**src/hdl/bc1_pkg.sv**
```systemverilog
// Shared types, constants and colour arithmetic for the BC1 block decoder.
// No dependencies; every other file in hdl/ refers to this package by scoped name.
package bc1_pkg;

    localparam int COLOR_W    = 16;
    localparam int CODE_W     = 32;
    localparam int MIP_W      = 4;
    localparam int IDX_W      = 16;
    localparam int PIX_COORD_W = 10;
    localparam int PIX_CNT_W  = 4;

    localparam logic [PIX_CNT_W-1:0] PIX_LAST = 4'hF;

    // Reciprocal for a truncating divide by three of sums up to 189.
    localparam logic [16:0] DIV3_MUL   = 17'd171;
    localparam int          DIV3_SHIFT = 9;

    typedef logic [COLOR_W-1:0]    t_color;
    typedef logic [3:0][COLOR_W-1:0] t_palette;
    typedef logic [15:0][1:0]      t_codes;

    function automatic logic [6:0] div3(input logic [7:0] s);
        logic [16:0] p;
        p = 17'(s) * DIV3_MUL;
        return 7'(p >> DIV3_SHIFT);
    endfunction

    // (2a + b) / 3 on each 565 field.
    function automatic t_color third565(input t_color a, input t_color b);
        logic [7:0] sr, sg, sb;
        logic [6:0] qr, qg, qb;
        sr = {2'b00, a[15:11], 1'b0} + {3'b000, b[15:11]};
        sg = {1'b0, a[10:5], 1'b0} + {2'b00, b[10:5]};
        sb = {2'b00, a[4:0], 1'b0} + {3'b000, b[4:0]};
        qr = div3(sr);
        qg = div3(sg);
        qb = div3(sb);
        return {qr[4:0], qg[5:0], qb[4:0]};
    endfunction

    // (a + b) / 2 on each 565 field.
    function automatic t_color half565(input t_color a, input t_color b);
        logic [5:0] sr, sb;
        logic [6:0] sg;
        sr = {1'b0, a[15:11]} + {1'b0, b[15:11]};
        sg = {1'b0, a[10:5]} + {1'b0, b[10:5]};
        sb = {1'b0, a[4:0]} + {1'b0, b[4:0]};
        return {sr[5:1], sg[6:1], sb[5:1]};
    endfunction

    function automatic t_palette make_palette(input t_color c0, input t_color c1);
        t_palette p;
        p[0] = c0;
        p[1] = c1;
        if (c0 > c1) begin
            p[2] = third565(c0, c1);
            p[3] = third565(c1, c0);
        end else begin
            p[2] = half565(c0, c1);
            p[3] = '0;
        end
        return p;
    endfunction

endpackage

```
**src/hdl/bc1_if.sv**
```systemverilog
// Valid/ready channel interfaces for compressed blocks in and decoded pixels out.
// Depends on bc1_pkg for field widths.
interface bc1_blk_if;
    logic                             valid;
    logic                             ready;
    logic [bc1_pkg::COLOR_W-1:0]      first_color;
    logic [bc1_pkg::COLOR_W-1:0]      second_color;
    logic [bc1_pkg::CODE_W-1:0]       code_word;

    modport source (output valid, first_color, second_color, code_word, input ready);
    modport sink   (input valid, first_color, second_color, code_word, output ready);
endinterface

interface bc1_pix_if;
    logic                             valid;
    logic                             ready;
    logic [bc1_pkg::COLOR_W-1:0]      pixel_color;
    logic [bc1_pkg::PIX_COORD_W-1:0]  pixel_x;
    logic [bc1_pkg::PIX_COORD_W-1:0]  pixel_y;
    logic                             inside_image;
    logic                             last_of_block;

    modport source (output valid, pixel_color, pixel_x, pixel_y, inside_image, last_of_block,
                    input ready);
    modport sink   (input valid, pixel_color, pixel_x, pixel_y, inside_image, last_of_block,
                    output ready);
endinterface

```
**src/hdl/bc1_pos.sv**
```systemverilog
// Mip level register, block counter and block position within the mip image.
// Recomputes image size and the block's column/row (bit-serial divide) after reset
// or a mip write. Depends on bc1_pkg.
module bc1_pos #(
    parameter int  BASE_SIDE = 1024,
    localparam int SIDE_W    = $clog2(BASE_SIDE + 1),
    localparam int PR_MAX    = (BASE_SIDE + 3) / 4,
    localparam int PR_W      = $clog2(PR_MAX + 1),
    localparam int BC_W      = (PR_MAX > 1) ? $clog2(PR_MAX) : 1,
    localparam int NB_W      = 2 * PR_W
) (
    input  logic                        i_clk,
    input  logic                        i_rst_n,
    input  logic                        i_cfg_valid,
    output logic                        o_cfg_ready,
    input  logic [bc1_pkg::MIP_W-1:0]   i_cfg_data,
    input  logic                        i_advance,
    output logic                        o_ready,
    output logic [BC_W-1:0]             o_blk_x,
    output logic [BC_W-1:0]             o_blk_y,
    output logic [SIDE_W-1:0]           o_side
);

    localparam logic [2:0] ST_SIZE = 3'd0;
    localparam logic [2:0] ST_AREA = 3'd1;
    localparam logic [2:0] ST_DIV  = 3'd2;
    localparam logic [2:0] ST_FIX  = 3'd3;
    localparam logic [2:0] ST_IDLE = 3'd4;

    logic [2:0]                     r_state, n_state;
    logic [bc1_pkg::MIP_W-1:0]      r_mip, n_mip;
    logic [bc1_pkg::IDX_W-1:0]      r_idx, n_idx;
    logic                           r_stale, n_stale;
    logic [BC_W-1:0]                r_bx, n_bx, r_by, n_by;
    logic [SIDE_W-1:0]              r_side, n_side;
    logic [PR_W-1:0]                r_per_row, n_per_row;
    logic [NB_W-1:0]                r_nblk, n_nblk;
    logic [PR_W-1:0]                r_rem, n_rem;
    logic [bc1_pkg::IDX_W-1:0]      r_quo, n_quo;
    logic [3:0]                     r_cnt, n_cnt;

    logic [SIDE_W-1:0]              side_raw;
    logic [SIDE_W:0]                side_sum;
    logic [PR_W:0]                  trial;
    logic                           ge;
    logic [bc1_pkg::IDX_W-1:0]      idx_eff;
    logic [bc1_pkg::IDX_W:0]        idx_inc;
    logic [BC_W:0]                  bx_inc;
    logic                           wrap;
    logic                           row_end;

    always_comb begin
        side_raw = SIDE_W'(BASE_SIDE >> r_mip);
        if (side_raw == '0) begin
            side_raw = SIDE_W'(1);
        end
        side_sum = {1'b0, side_raw} + (SIDE_W + 1)'(3);
        trial    = {r_rem, r_idx[~r_cnt]};
        ge       = (trial >= {1'b0, r_per_row});
        // a stale counter advances as if it stood at block zero
        idx_eff  = r_stale ? '0 : r_idx;
        idx_inc  = {1'b0, idx_eff} + (bc1_pkg::IDX_W + 1)'(1);
        bx_inc   = {1'b0, r_bx} + (BC_W + 1)'(1);
        wrap     = idx_inc[bc1_pkg::IDX_W] || (32'(idx_inc) >= 32'(r_nblk));
        row_end  = (32'(bx_inc) == 32'(r_per_row));
    end

    always_comb begin
        n_state   = r_state;
        n_mip     = r_mip;
        n_idx     = r_idx;
        n_stale   = r_stale;
        n_bx      = r_bx;
        n_by      = r_by;
        n_side    = r_side;
        n_per_row = r_per_row;
        n_nblk    = r_nblk;
        n_rem     = r_rem;
        n_quo     = r_quo;
        n_cnt     = r_cnt;
        case (r_state)
            ST_SIZE: begin
                n_side    = side_raw;
                n_per_row = PR_W'(side_sum >> 2);
                n_state   = ST_AREA;
            end
            ST_AREA: begin
                n_nblk  = NB_W'(r_per_row * r_per_row);
                n_rem   = '0;
                n_quo   = '0;
                n_cnt   = '0;
                n_state = ST_DIV;
            end
            ST_DIV: begin
                // one quotient bit per cycle, most significant first
                n_rem = ge ? PR_W'(trial - {1'b0, r_per_row}) : PR_W'(trial);
                n_quo = {r_quo[bc1_pkg::IDX_W-2:0], ge};
                n_cnt = r_cnt + 4'd1;
                if (r_cnt == 4'hF) begin
                    n_state = ST_FIX;
                end
            end
            ST_FIX: begin
                // a counter left beyond the new image decodes as block zero; hold its value
                if (32'(r_idx) >= 32'(r_nblk)) begin
                    n_stale = 1'b1;
                    n_bx    = '0;
                    n_by    = '0;
                end else begin
                    n_stale = 1'b0;
                    n_bx    = BC_W'(r_rem);
                    n_by    = BC_W'(r_quo);
                end
                n_state = ST_IDLE;
            end
            ST_IDLE: begin
                if (i_advance) begin
                    n_stale = 1'b0;
                    if (wrap) begin
                        n_idx = '0;
                        n_bx  = '0;
                        n_by  = '0;
                    end else begin
                        n_idx = idx_inc[bc1_pkg::IDX_W-1:0];
                        if (row_end) begin
                            n_bx = '0;
                            n_by = r_by + BC_W'(1);
                        end else begin
                            n_bx = bx_inc[BC_W-1:0];
                        end
                    end
                end
            end
            default: begin
                n_state = ST_SIZE;
            end
        endcase
        if (i_cfg_valid) begin
            n_mip   = i_cfg_data;
            n_state = ST_SIZE;
        end
    end

    always_ff @(posedge i_clk) begin
        if (!i_rst_n) begin
            r_state <= ST_SIZE;
            r_mip   <= '0;
            r_idx   <= '0;
            r_stale <= 1'b0;
            r_bx    <= '0;
            r_by    <= '0;
        end else begin
            r_state <= n_state;
            r_mip   <= n_mip;
            r_idx   <= n_idx;
            r_stale <= n_stale;
            r_bx    <= n_bx;
            r_by    <= n_by;
        end
    end

    always_ff @(posedge i_clk) begin
        r_side    <= n_side;
        r_per_row <= n_per_row;
        r_nblk    <= n_nblk;
        r_rem     <= n_rem;
        r_quo     <= n_quo;
        r_cnt     <= n_cnt;
    end

    assign o_cfg_ready = 1'b1;
    assign o_ready     = (r_state == ST_IDLE);
    assign o_blk_x     = r_bx;
    assign o_blk_y     = r_by;
    assign o_side      = r_side;

endmodule

```
**src/hdl/bc1_pal.sv**
```systemverilog
// Input register for one compressed block plus its palette expansion.
// Depends on bc1_pkg and bc1_blk_if.
module bc1_pal #(
    parameter int  BASE_SIDE = 1024,
    localparam int PR_MAX    = (BASE_SIDE + 3) / 4,
    localparam int BC_W      = (PR_MAX > 1) ? $clog2(PR_MAX) : 1,
    localparam int CO_W      = BC_W + 2
) (
    input  logic                i_clk,
    input  logic                i_rst_n,
    bc1_blk_if.sink             i_blk,
    input  logic                i_pos_ready,
    input  logic [BC_W-1:0]     i_blk_x,
    input  logic [BC_W-1:0]     i_blk_y,
    input  logic                i_take,
    output logic                o_advance,
    output logic                o_valid,
    output bc1_pkg::t_palette   o_palette,
    output bc1_pkg::t_codes     o_codes,
    output logic [CO_W-1:0]     o_base_x,
    output logic [CO_W-1:0]     o_base_y
);

    logic               r_v;
    bc1_pkg::t_color    r_c0, r_c1;
    bc1_pkg::t_codes    r_codes;
    logic [CO_W-1:0]    r_bx, r_by;
    logic               accept;

    assign i_blk.ready = i_pos_ready && (!r_v || i_take);
    assign accept      = i_blk.valid && i_blk.ready;
    assign o_advance   = accept;

    always_ff @(posedge i_clk) begin
        if (!i_rst_n) begin
            r_v <= 1'b0;
        end else if (accept) begin
            r_v <= 1'b1;
        end else if (i_take) begin
            r_v <= 1'b0;
        end
    end

    always_ff @(posedge i_clk) begin
        if (accept) begin
            r_c0    <= i_blk.first_color;
            r_c1    <= i_blk.second_color;
            r_codes <= i_blk.code_word;
            r_bx    <= {i_blk_x, 2'b00};
            r_by    <= {i_blk_y, 2'b00};
        end
    end

    assign o_valid   = r_v;
    assign o_palette = bc1_pkg::make_palette(r_c0, r_c1);
    assign o_codes   = r_codes;
    assign o_base_x  = r_bx;
    assign o_base_y  = r_by;

endmodule

```
**src/hdl/bc1_emit.sv**
```systemverilog
// Pixel emitter: holds one expanded block and sends its sixteen pixels, one per beat,
// through an output register. Depends on bc1_pkg and bc1_pix_if.
module bc1_emit #(
    parameter int  BASE_SIDE = 1024,
    localparam int SIDE_W    = $clog2(BASE_SIDE + 1),
    localparam int PR_MAX    = (BASE_SIDE + 3) / 4,
    localparam int BC_W      = (PR_MAX > 1) ? $clog2(PR_MAX) : 1,
    localparam int CO_W      = BC_W + 2
) (
    input  logic                i_clk,
    input  logic                i_rst_n,
    input  logic                i_valid,
    input  bc1_pkg::t_palette   i_palette,
    input  bc1_pkg::t_codes     i_codes,
    input  logic [CO_W-1:0]     i_base_x,
    input  logic [CO_W-1:0]     i_base_y,
    input  logic [SIDE_W-1:0]   i_side,
    output logic                o_take,
    bc1_pix_if.source           o_pix
);

    logic                               r_ev;
    logic [bc1_pkg::PIX_CNT_W-1:0]      r_k;
    bc1_pkg::t_palette                  r_pal;
    bc1_pkg::t_codes                    r_codes;
    logic [CO_W-1:0]                    r_bx, r_by;

    logic                               r_ov;
    bc1_pkg::t_color                    r_color;
    logic [bc1_pkg::PIX_COORD_W-1:0]    r_x, r_y;
    logic                               r_inside, r_last;

    logic                               out_load;
    logic                               last;
    logic [CO_W-1:0]                    x, y;
    logic [31:0]                        x_ext, y_ext;

    assign out_load = r_ev && (!r_ov || o_pix.ready);
    assign last     = (r_k == bc1_pkg::PIX_LAST);
    assign o_take   = !r_ev || (out_load && last);

    assign x     = r_bx + CO_W'(r_k[1:0]);
    assign y     = r_by + CO_W'(r_k[3:2]);
    assign x_ext = 32'(x);
    assign y_ext = 32'(y);

    always_ff @(posedge i_clk) begin
        if (!i_rst_n) begin
            r_ev <= 1'b0;
            r_k  <= '0;
            r_ov <= 1'b0;
        end else begin
            if (o_take) begin
                r_ev <= i_valid;
                r_k  <= '0;
            end else if (out_load) begin
                r_k <= r_k + bc1_pkg::PIX_CNT_W'(1);
            end
            if (out_load) begin
                r_ov <= 1'b1;
            end else if (o_pix.ready) begin
                r_ov <= 1'b0;
            end
        end
    end

    always_ff @(posedge i_clk) begin
        if (o_take && i_valid) begin
            r_pal   <= i_palette;
            r_codes <= i_codes;
            r_bx    <= i_base_x;
            r_by    <= i_base_y;
        end
        if (out_load) begin
            r_color  <= r_pal[r_codes[r_k]];
            r_x      <= x_ext[bc1_pkg::PIX_COORD_W-1:0];
            r_y      <= y_ext[bc1_pkg::PIX_COORD_W-1:0];
            r_inside <= (x_ext < 32'(i_side)) && (y_ext < 32'(i_side));
            r_last   <= last;
        end
    end

    assign o_pix.valid         = r_ov;
    assign o_pix.pixel_color   = r_color;
    assign o_pix.pixel_x       = r_x;
    assign o_pix.pixel_y       = r_y;
    assign o_pix.inside_image  = r_inside;
    assign o_pix.last_of_block = r_last;

endmodule

```
**src/hdl/bc1_block_decoder_rgb565.sv**
```systemverilog
// BC1 block decoder, RGB565 out: one 64-bit block in, sixteen pixels out in row-major order.
// A block passes the palette input register, the block register and the output register;
// its pixels leave one per cycle while o_pix is not stalled; a new block can be taken while
// the last is emitted. Reset (synchronous, active low) clears the mip level and block counter,
// then the position unit sizes the image before taking blocks; a mip write does the same.
module bc1_block_decoder_rgb565 #(
    parameter int BASE_SIDE = 1024
) (
    input  logic                        i_clk,
    input  logic                        i_rst_n,
    input  logic                        i_cfg_valid,
    output logic                        o_cfg_ready,
    input  logic [bc1_pkg::MIP_W-1:0]   i_cfg_data,
    bc1_blk_if.sink                     i_blk,
    bc1_pix_if.source                   o_pix
);

    localparam int SIDE_W = $clog2(BASE_SIDE + 1);
    localparam int PR_MAX = (BASE_SIDE + 3) / 4;
    localparam int BC_W   = (PR_MAX > 1) ? $clog2(PR_MAX) : 1;
    localparam int CO_W   = BC_W + 2;

    logic                   pos_ready;
    logic                   advance;
    logic [BC_W-1:0]        blk_x, blk_y;
    logic [SIDE_W-1:0]      side;
    logic                   pal_valid;
    logic                   take;
    bc1_pkg::t_palette      palette;
    bc1_pkg::t_codes        codes;
    logic [CO_W-1:0]        base_x, base_y;

    bc1_pos #(.BASE_SIDE(BASE_SIDE)) u_pos (
        .i_clk       (i_clk),
        .i_rst_n     (i_rst_n),
        .i_cfg_valid (i_cfg_valid),
        .o_cfg_ready (o_cfg_ready),
        .i_cfg_data  (i_cfg_data),
        .i_advance   (advance),
        .o_ready     (pos_ready),
        .o_blk_x     (blk_x),
        .o_blk_y     (blk_y),
        .o_side      (side)
    );

    bc1_pal #(.BASE_SIDE(BASE_SIDE)) u_pal (
        .i_clk       (i_clk),
        .i_rst_n     (i_rst_n),
        .i_blk       (i_blk),
        .i_pos_ready (pos_ready),
        .i_blk_x     (blk_x),
        .i_blk_y     (blk_y),
        .i_take      (take),
        .o_advance   (advance),
        .o_valid     (pal_valid),
        .o_palette   (palette),
        .o_codes     (codes),
        .o_base_x    (base_x),
        .o_base_y    (base_y)
    );

    bc1_emit #(.BASE_SIDE(BASE_SIDE)) u_emit (
        .i_clk     (i_clk),
        .i_rst_n   (i_rst_n),
        .i_valid   (pal_valid),
        .i_palette (palette),
        .i_codes   (codes),
        .i_base_x  (base_x),
        .i_base_y  (base_y),
        .i_side    (side),
        .o_take    (take),
        .o_pix     (o_pix)
    );

endmodule
```
**src/flat_wrapper.sv**
```systemverilog
// flat-port wrapper written by rule: the top's interface ports become plain ports
module bc1_block_decoder_rgb565_flat 
#(
    parameter int BASE_SIDE = 1024
)
  (i_clk, i_rst_n, i_cfg_valid, o_cfg_ready, i_cfg_data, i_blk_valid, i_blk_first_color, i_blk_second_color, i_blk_code_word, i_blk_ready, o_pix_valid, o_pix_pixel_color, o_pix_pixel_x, o_pix_pixel_y, o_pix_inside_image, o_pix_last_of_block, o_pix_ready);
  bc1_blk_if i_blk_i ();
  bc1_pix_if o_pix_i ();
  input  logic i_clk;
  input  logic i_rst_n;
  input  logic i_cfg_valid;
  output logic o_cfg_ready;
  input  logic [bc1_pkg::MIP_W-1:0] i_cfg_data;
  input wire logic [$bits(i_blk_i.valid)-1:0] i_blk_valid;
  input wire logic [$bits(i_blk_i.first_color)-1:0] i_blk_first_color;
  input wire logic [$bits(i_blk_i.second_color)-1:0] i_blk_second_color;
  input wire logic [$bits(i_blk_i.code_word)-1:0] i_blk_code_word;
  output wire logic [$bits(i_blk_i.ready)-1:0] i_blk_ready;
  output wire logic [$bits(o_pix_i.valid)-1:0] o_pix_valid;
  output wire logic [$bits(o_pix_i.pixel_color)-1:0] o_pix_pixel_color;
  output wire logic [$bits(o_pix_i.pixel_x)-1:0] o_pix_pixel_x;
  output wire logic [$bits(o_pix_i.pixel_y)-1:0] o_pix_pixel_y;
  output wire logic [$bits(o_pix_i.inside_image)-1:0] o_pix_inside_image;
  output wire logic [$bits(o_pix_i.last_of_block)-1:0] o_pix_last_of_block;
  input wire logic [$bits(o_pix_i.ready)-1:0] o_pix_ready;
  assign i_blk_i.valid = i_blk_valid;
  assign i_blk_i.first_color = i_blk_first_color;
  assign i_blk_i.second_color = i_blk_second_color;
  assign i_blk_i.code_word = i_blk_code_word;
  assign i_blk_ready = i_blk_i.ready;
  assign o_pix_valid = o_pix_i.valid;
  assign o_pix_pixel_color = o_pix_i.pixel_color;
  assign o_pix_pixel_x = o_pix_i.pixel_x;
  assign o_pix_pixel_y = o_pix_i.pixel_y;
  assign o_pix_inside_image = o_pix_i.inside_image;
  assign o_pix_last_of_block = o_pix_i.last_of_block;
  assign o_pix_i.ready = o_pix_ready;
  bc1_block_decoder_rgb565 #(.BASE_SIDE(BASE_SIDE)) u_core (.i_clk(i_clk), .i_rst_n(i_rst_n), .i_cfg_valid(i_cfg_valid), .o_cfg_ready(o_cfg_ready), .i_cfg_data(i_cfg_data), .i_blk(i_blk_i), .o_pix(o_pix_i));
endmodule
```
**config.mk**
```make
export PLATFORM = sky130hd
export DESIGN_NAME = bc1_block_decoder_rgb565_flat
export DESIGN_NICKNAME = d
export VERILOG_FILES = /design/src/hdl/bc1_pkg.sv /design/src/hdl/bc1_if.sv /design/src/hdl/bc1_pos.sv /design/src/hdl/bc1_pal.sv /design/src/hdl/bc1_emit.sv /design/src/hdl/bc1_block_decoder_rgb565.sv /design/src/flat_wrapper.sv
export SDC_FILE = /design/constraint.sdc
export NUM_CORES = 1
export LEC_CHECK = 0
export BUFFER_PORTS_ARGS = -buffer_cell sky130_fd_sc_hd__buf_2
export CAP_MARGIN = 0
export CORE_MARGIN = 2
export CORE_UTILIZATION = 40
export DETAILED_ROUTE_END_ITERATION = 6
export PLACE_DENSITY = 0.64
export SYNTH_ARGS = -nofsm -noshare
export SYNTH_HDL_FRONTEND = slang
export SYNTH_SLANG_ARGS = --single-unit
```
**constraint.sdc**
```tcl
create_clock -name i_clk -period 13.6 [get_ports i_clk]
set_clock_uncertainty 0.15 [all_clocks]
set_input_delay 0.68 -clock i_clk [delete_from_list [all_inputs] [get_ports i_clk]]
set_output_delay 0.68 -clock i_clk [all_outputs]
set_load 0.01 [all_outputs]
```
==> results.toml, run 1 <==
[global_routing]
grt_pass1_wl_mm = 82.5
antenna_found_initial = 1
grt_usage_pct = 17.0
grt_pass1_vias = 15900
grt_max_degree = 58
overflow = 0

[synthesis]
dominantRegCellSynth = "edfxtp_1"
synth_edf_count = 288
synthTopCellsByArea = "edfxtp_1, ha_1, fa_1, inv_1, dfxtp_1"
avgSynthCellArea_um2 = 11.5
yosys_warnings = 0
ys_ff_latch = 335
syn-cell-area_mm2 = 0.0237
async_reset_ff_share_pct = 0
synth_largest_area_cell = "edfxtp_1"
syn-num-nets = 2605
ys_types = 74
yosysTopAreaCellShare_pct = 36.6
yosysSeqAreaShare_pct = 40.5
synth_cells = 2063

[clocking]
cts_resized = 0
post_cts_buffers = 0
cts_root_buf = "clkbuf_16"
clock_path_buffers = 3
cts_buffers = 40
path_clk_slew_ps = 60
cts_hold_buffers = 0
clock_latency_ps = 560
cts_sinks = 335
h-tree-depth = 2
cts_tree = "done"

[finish]
antenna_cells = 0
fin_area_mm2 = 0.0264
syn_to_final_growth_pct = 11.7
final_net_count = 2722
fillers = 5308
drive_above_1_share_pct = 10.3
utilization_pct = 45.0

[worst_setup_path]
startpoint_type = "register"
criticalPathCategory = "register to register"
cp.arrival_ps = 6260
cp_max_fo = 8
crit_top_cell = "ha_1"
r2r_setup_slack_ps = 7480
path_cells = "ha_1 > fa_1 > a21o_1 > a21oi_1 > xor2_1 > inv_1 > ha_1 > ha_1 > inv_1 > fa_1 > inv_1 > fa_1 > ha_1 > nand4_1 > o211ai_1 > o41ai_1 > o2111ai_1 > a21oi_1 > xnor2_1 > mux2i_1"
end_kind = "register"
critPathRequiredTime_ps = 13730
critPathMaxStageDelay_ps = 660
crit_slowest_cell = "o41ai_1"

[die]
pin_count = 114
core_region_area_mm2 = 0.0587
die_width_um = 247
start_util_pct = 40.3
rows = 89
die_h_um = 247
die_area_mm2 = 0.0611

[route]
drcViolationCount = 0
first_pass_iters = 5
drt_iter0_drc = 675
avgViaCountPerCell = 5.19
wl_per_cell_um = 17.0
vias = 15500
routed_wirelength_mm = 50.8
ant_nets = 0

[timing]
period_share_pct = 45.0
relSlewSlack_pct = 21.9
rsz0062_at_grt = "false"
final-setup-viol-count = 0
period_minus_slack_ps = 6120
max_freq_mhz = 163
maxSlewViolCount = 0
tns_ps = 0
hold_violations = 0
tightest_slew_ps = 1170

[place]
dp_hpwl_mm = 39.0
numPortBuffers = 112
gp_congestion = 0.867
postPlaceCellArea_mm2 = 0.0251

[pwr]
leakage_nw = 11.7
peakVddDrop_v = 0.0000990
p_total_mw = 2.50
powerDensity_mw_per_mm2 = 94.7

[worst_hold_path]
hp-class = "input port to register"

[run]
drv_cap = 0

[run_status]
status = "complete, no violations"
## power breakdown
| group | leakage [nW] | internal [mW] | switching (mW) | total (mW) |
|---|---|---|---|---|
| combinational | 7.99 | 0.106 | 0.139 | 0.245 |
| clock | 0.673 | 0.668 | 0.437 | 1.11 |
| sequential | 3.04 | 1.13 | 0.0212 | 1.15 |
## critical path: cells and delay by family (launching register included)
family	cells	cell delay, ps
AOI/OAI and AO/OA	6	1610
xor gates and xnor gates	2	490
adders and majority gates	7	2580
buffers and inverters	3	270
DFF	1	580
muxes	1	80
and+or+nand+nor	1	90
## layout by cell type, fill, tap and decap left out, types with 47 or more instances in the layout
master    instances
xnor2_1          89
nand3_1          51
buf_2           112
nor2_1          141
ha_1            366
inv_1           290
dfxtp_1          47
nand2_1         100
fa_1            103
edfxtp_1        288
a21oi_1         101
## state kept, by name (all words and copies together), names as in the netlist, 9 cells and up
| name | flops |
|---|---|
| u_core.u_emit.r_pal | 64 |
| u_core.u_emit.r_codes | 32 |
| u_core.u_pal.o_codes | 32 |
| u_core.u_pos.r_nblk | 17 |
| u_core.u_emit.o_pix.pixel_color | 16 |
| u_core.u_pal.r_c0 | 16 |
| u_core.u_pal.r_c1 | 16 |
| u_core.u_pos.r_idx | 16 |
| u_core.u_pos.o_side | 11 |
| u_core.u_emit.o_pix.pixel_x | 10 |
| u_core.u_emit.o_pix.pixel_y | 10 |
| u_core.u_pos.r_per_row | 9 |
| u_core.u_pos.r_rem | 9 |
## area by class of cell
class | instances | area, um^2 | share of cell area [%]
multi-input cells | 1388 | 12800 | 48.3
flip-flops and latches | 335 | 9590 | 36.3
inverters | 293 | 1100 | 4.17
clock buffers | 48 | 1080 | 4.10
well taps | 773 | 967 | 3.66
repair buffers | 122 | 636 | 2.40
clock inverters | 26 | 285 | 1.08
## cells in the mapped netlist (20+ instances only)
library cell,number
a21o_1,39
a21oi_1,101
and3_1,20
clkbuf_1,37
dfxtp_1,47
edfxtp_1,288
fa_1,103
ha_1,366
inv_1,291
nand2_1,100
nand3_1,51
nor2_1,141
nor3_1,30
o21ai_0,38
xnor2_1,89
xor2_1,33
## routing by layer
| layer | wire (um) | vias up | part of all wire (%) | GRT usage [%] |
|---|---|---|---|---|
| li1 | - | 7552 | - | - |
| met5 | 12 | - | 0.024 | 0 |
| met2 | 25500 | 268 | 50 | 29.7 |
| met1 | 22100 | 7597 | 44 | 22.0 |
| met4 | 1030 | 2 | 2.0 | 4.14 |
| met3 | 2110 | 80 | 4.2 | 2.67 |
## logic make-up (layout without fill, tap and decap cells)
kind of cell    count (synthesis)  in the layout  synth area share [%]
compound gates                297            297                  8.32
xor+xnor                      122            122                  4.52
fa+ha+maj                     469            469                  28.1
buf+inv                       340            489                  5.58
flops                         335            335                  40.5
mux                            42             42                  3.65
other cells                     1              1                0.0159
simple gates                  457            457                  9.30
## per-stage QoR
step           std cells  worst slack [ps]  hold slack (ps)
2_1_floorplan       2063              6950              250
3_3_place_gp        2911              7510              251
3_5_place_dp        2911              7500              255
4_1_cts             2985              7470              108
5_1_grt             2985              7020              116
6_report            2985              7480              148
## path summary, 6_finish.rpt
path / start / end / depth (start not counted)
max: u_core.u_pal.r_c0[11] / u_core.u_emit.r_pal[47] / 20
min: i_blk_first_color[1] / u_core.u_pal.r_c0[1] / 1
max reg2reg: u_core.u_pal.r_c0[11] / u_core.u_emit.r_pal[47] / 20
min reg2reg: u_core.u_pal.o_codes[9] / u_core.u_emit.r_codes[9] / 0
Power figures use the tool's default switching activity.
==> run 2: changes to the inputs <==
==> constraint.sdc (replaced) <==
create_clock -name i_clk -period 6.25 [get_ports i_clk]
set_clock_uncertainty 0.15 [all_clocks]
set_input_delay 0.3125 -clock i_clk [delete_from_list [all_inputs] [get_ports i_clk]]
set_output_delay 0.3125 -clock i_clk [all_outputs]
set_load 0.01 [all_outputs]
==> run 2 against run 1 <==
Compared with the run above: count of clock-buffer cells in the layout shrank 1; critical path type unchanged; final area increased by 3.1%; non-clock buffer count is 88 higher; routed wire length is 3.1% higher.
==> results.toml, run 2 (synthesis results as in run 1) <==
[timing]
final-setup-viol-count = 0
max_freq_mhz = 177
relSlewSlack_pct = 19.2
maxSlewViolCount = 0
rsz0062_at_grt = "false"
period_minus_slack_ps = 5650
worst_hold_slack_ps = 111
tns_ps = 0
tightest_slew_ps = 1210
hold_violations = 0
period_share_pct = 90.5

[route]
ant_nets = 0
avgViaCountPerCell = 5.22
vias = 16000
drcViolationCount = 0
drt_iter0_drc = 805
routed_wirelength_mm = 52.4
first_pass_iters = 5
wl_per_cell_um = 17.0

[die]
start_util_pct = 40.3
core_region_area_mm2 = 0.0587
rows = 89
die_h_um = 247
die_width_um = 247
die_area_mm2 = 0.0611
pin_count = 114

[worst_setup_path]
startpoint_type = "register"
end_kind = "register"
crit_slowest_cell = "edfxtp_1"
cp.arrival_ps = 5770
criticalPathCategory = "register to register"
critPathMaxStageDelay_ps = 590
critPathRequiredTime_ps = 6370
cp_max_fo = 8
path_cells = "ha_1 > inv_1 > fa_1 > inv_1 > a21o_1 > a21oi_1 > xnor2_1 > ha_1 > inv_1 > fa_1 > fa_1 > inv_1 > fa_1 > ha_1 > or3_1 > a31o_2 > a41o_1 > a21o_1 > a211oi_1 > o31ai_1"

[finish]
layout_common_cells = "ha_1, inv_1, edfxtp_1, nor2_1, buf_2"
final_net_count = 2810
syn_to_final_growth_pct = 15.2
regMostFlops = "u_core.u_emit.r_pal"
fin_cells = 3073
largest_reg_flops = 64
utilization_pct = 46.4
final_common_cell = "ha_1"
antenna_cells = 0
drive_above_1_share_pct = 10.3

[run]
drv_cap = 0

[clocking]
post_cts_buffers = 0
h-tree-depth = 2
clock_latency_ps = 560
cts_hold_buffers = 74
cts_tree = "done"
clock_path_buffers = 3
cts_buffers = 40
cts_sinks = 335
path_clk_slew_ps = 60
cts_root_buf = "clkbuf_16"
cts_resized = 0

[global_routing]
grt_max_degree = 55
grt_pass1_wl_mm = 85.0
grt_pass1_vias = 16700
overflow = 0
antenna_found_initial = 1
grt_usage_pct = 17.5

[run_status]
status = "complete, no violations"

[pwr]
peakVddDrop_v = 0.000185
netSwitchingFraction_pct = 24.3
powerDensity_mw_per_mm2 = 199
seq_power_share_pct = 46.0
clockPowerShare_pct = 43.1
power_frac_comb_pct = 10.9
leakage_nw = 12.0
p_int_mw = 4.11
p_sw_mw = 1.32

[place]
numPortBuffers = 112
gp_congestion = 0.857
dp.cells = 2925
dp_hpwl_mm = 39.8

[worst_hold_path]
hp-class = "input port to register"
==> run 2: path summary, 6_finish.rpt <==
path | from | cells after the start | slack, ps | to
worst min-delay path | i_cfg_valid | 3 | 110 | u_core.u_pos.r_state[1]
worst max-delay path | u_core.u_pal.r_c0[0] | 20 | 600 | u_core.u_emit.r_pal[35]
worst max register to register | u_core.u_pal.r_c0[0] | 20 | 600 | u_core.u_emit.r_pal[35]
worst min register to register | u_core.u_pal.o_codes[30] | 0 | 260 | u_core.u_emit.r_codes[30]
==> run 2: metrics by stage <==
step,setup slack [ps],power [mW],area (um^2)
2_1_floorplan,724,2.94,23700
3_3_place_gp,662,3.09,25200
3_5_place_dp,555,3.10,25200
4_1_cts,535,5.50,27300
5_1_grt,65.4,5.67,27300
6_report,595,5.43,27300
==> run 2: worst max-delay path, delay by kind of cell (launching register included) <==
family	cells	cell delay (ps)
buffers and inverters	4	240
AO/OA/AOI/OAI	7	1300
flip-flops	1	590
adder cells (fa/ha/maj)	7	2400
XOR/XNOR	1	320
AND/OR/NAND/NOR	1	400
==> run 2: area by class of cell <==
cell class              count  area, um^2
inverters                 293        1100
fillers                  5285       31400
well taps                 773         967
clock inverters            27         283
flip-flops and latches    335        9590
repair buffers            210        1490
clock buffers              47        1050
multi-input cells        1388       12800
==> run 2: routing by layer <==
layer	GRT usage (%)	routed length (um)	up-vias	share of wire [%]
li1	-	-	7723	-
met1	21.6	22100	7850	42
met2	31.1	26200	348	50
met3	2.95	2410	103	4.6
met4	5.58	1590	2	3.0
met5	0	13	-	0.025
==> run 2: power by group through the flow <==
stage,clock network [mW],logic [mW],registers (mW)
floorplan,0,0.418,2.53
global placement,0,0.539,2.55
detailed placement,0,0.554,2.55
CTS,2.40,0.599,2.50
global route,2.49,0.675,2.50
finish,2.34,0.594,2.50
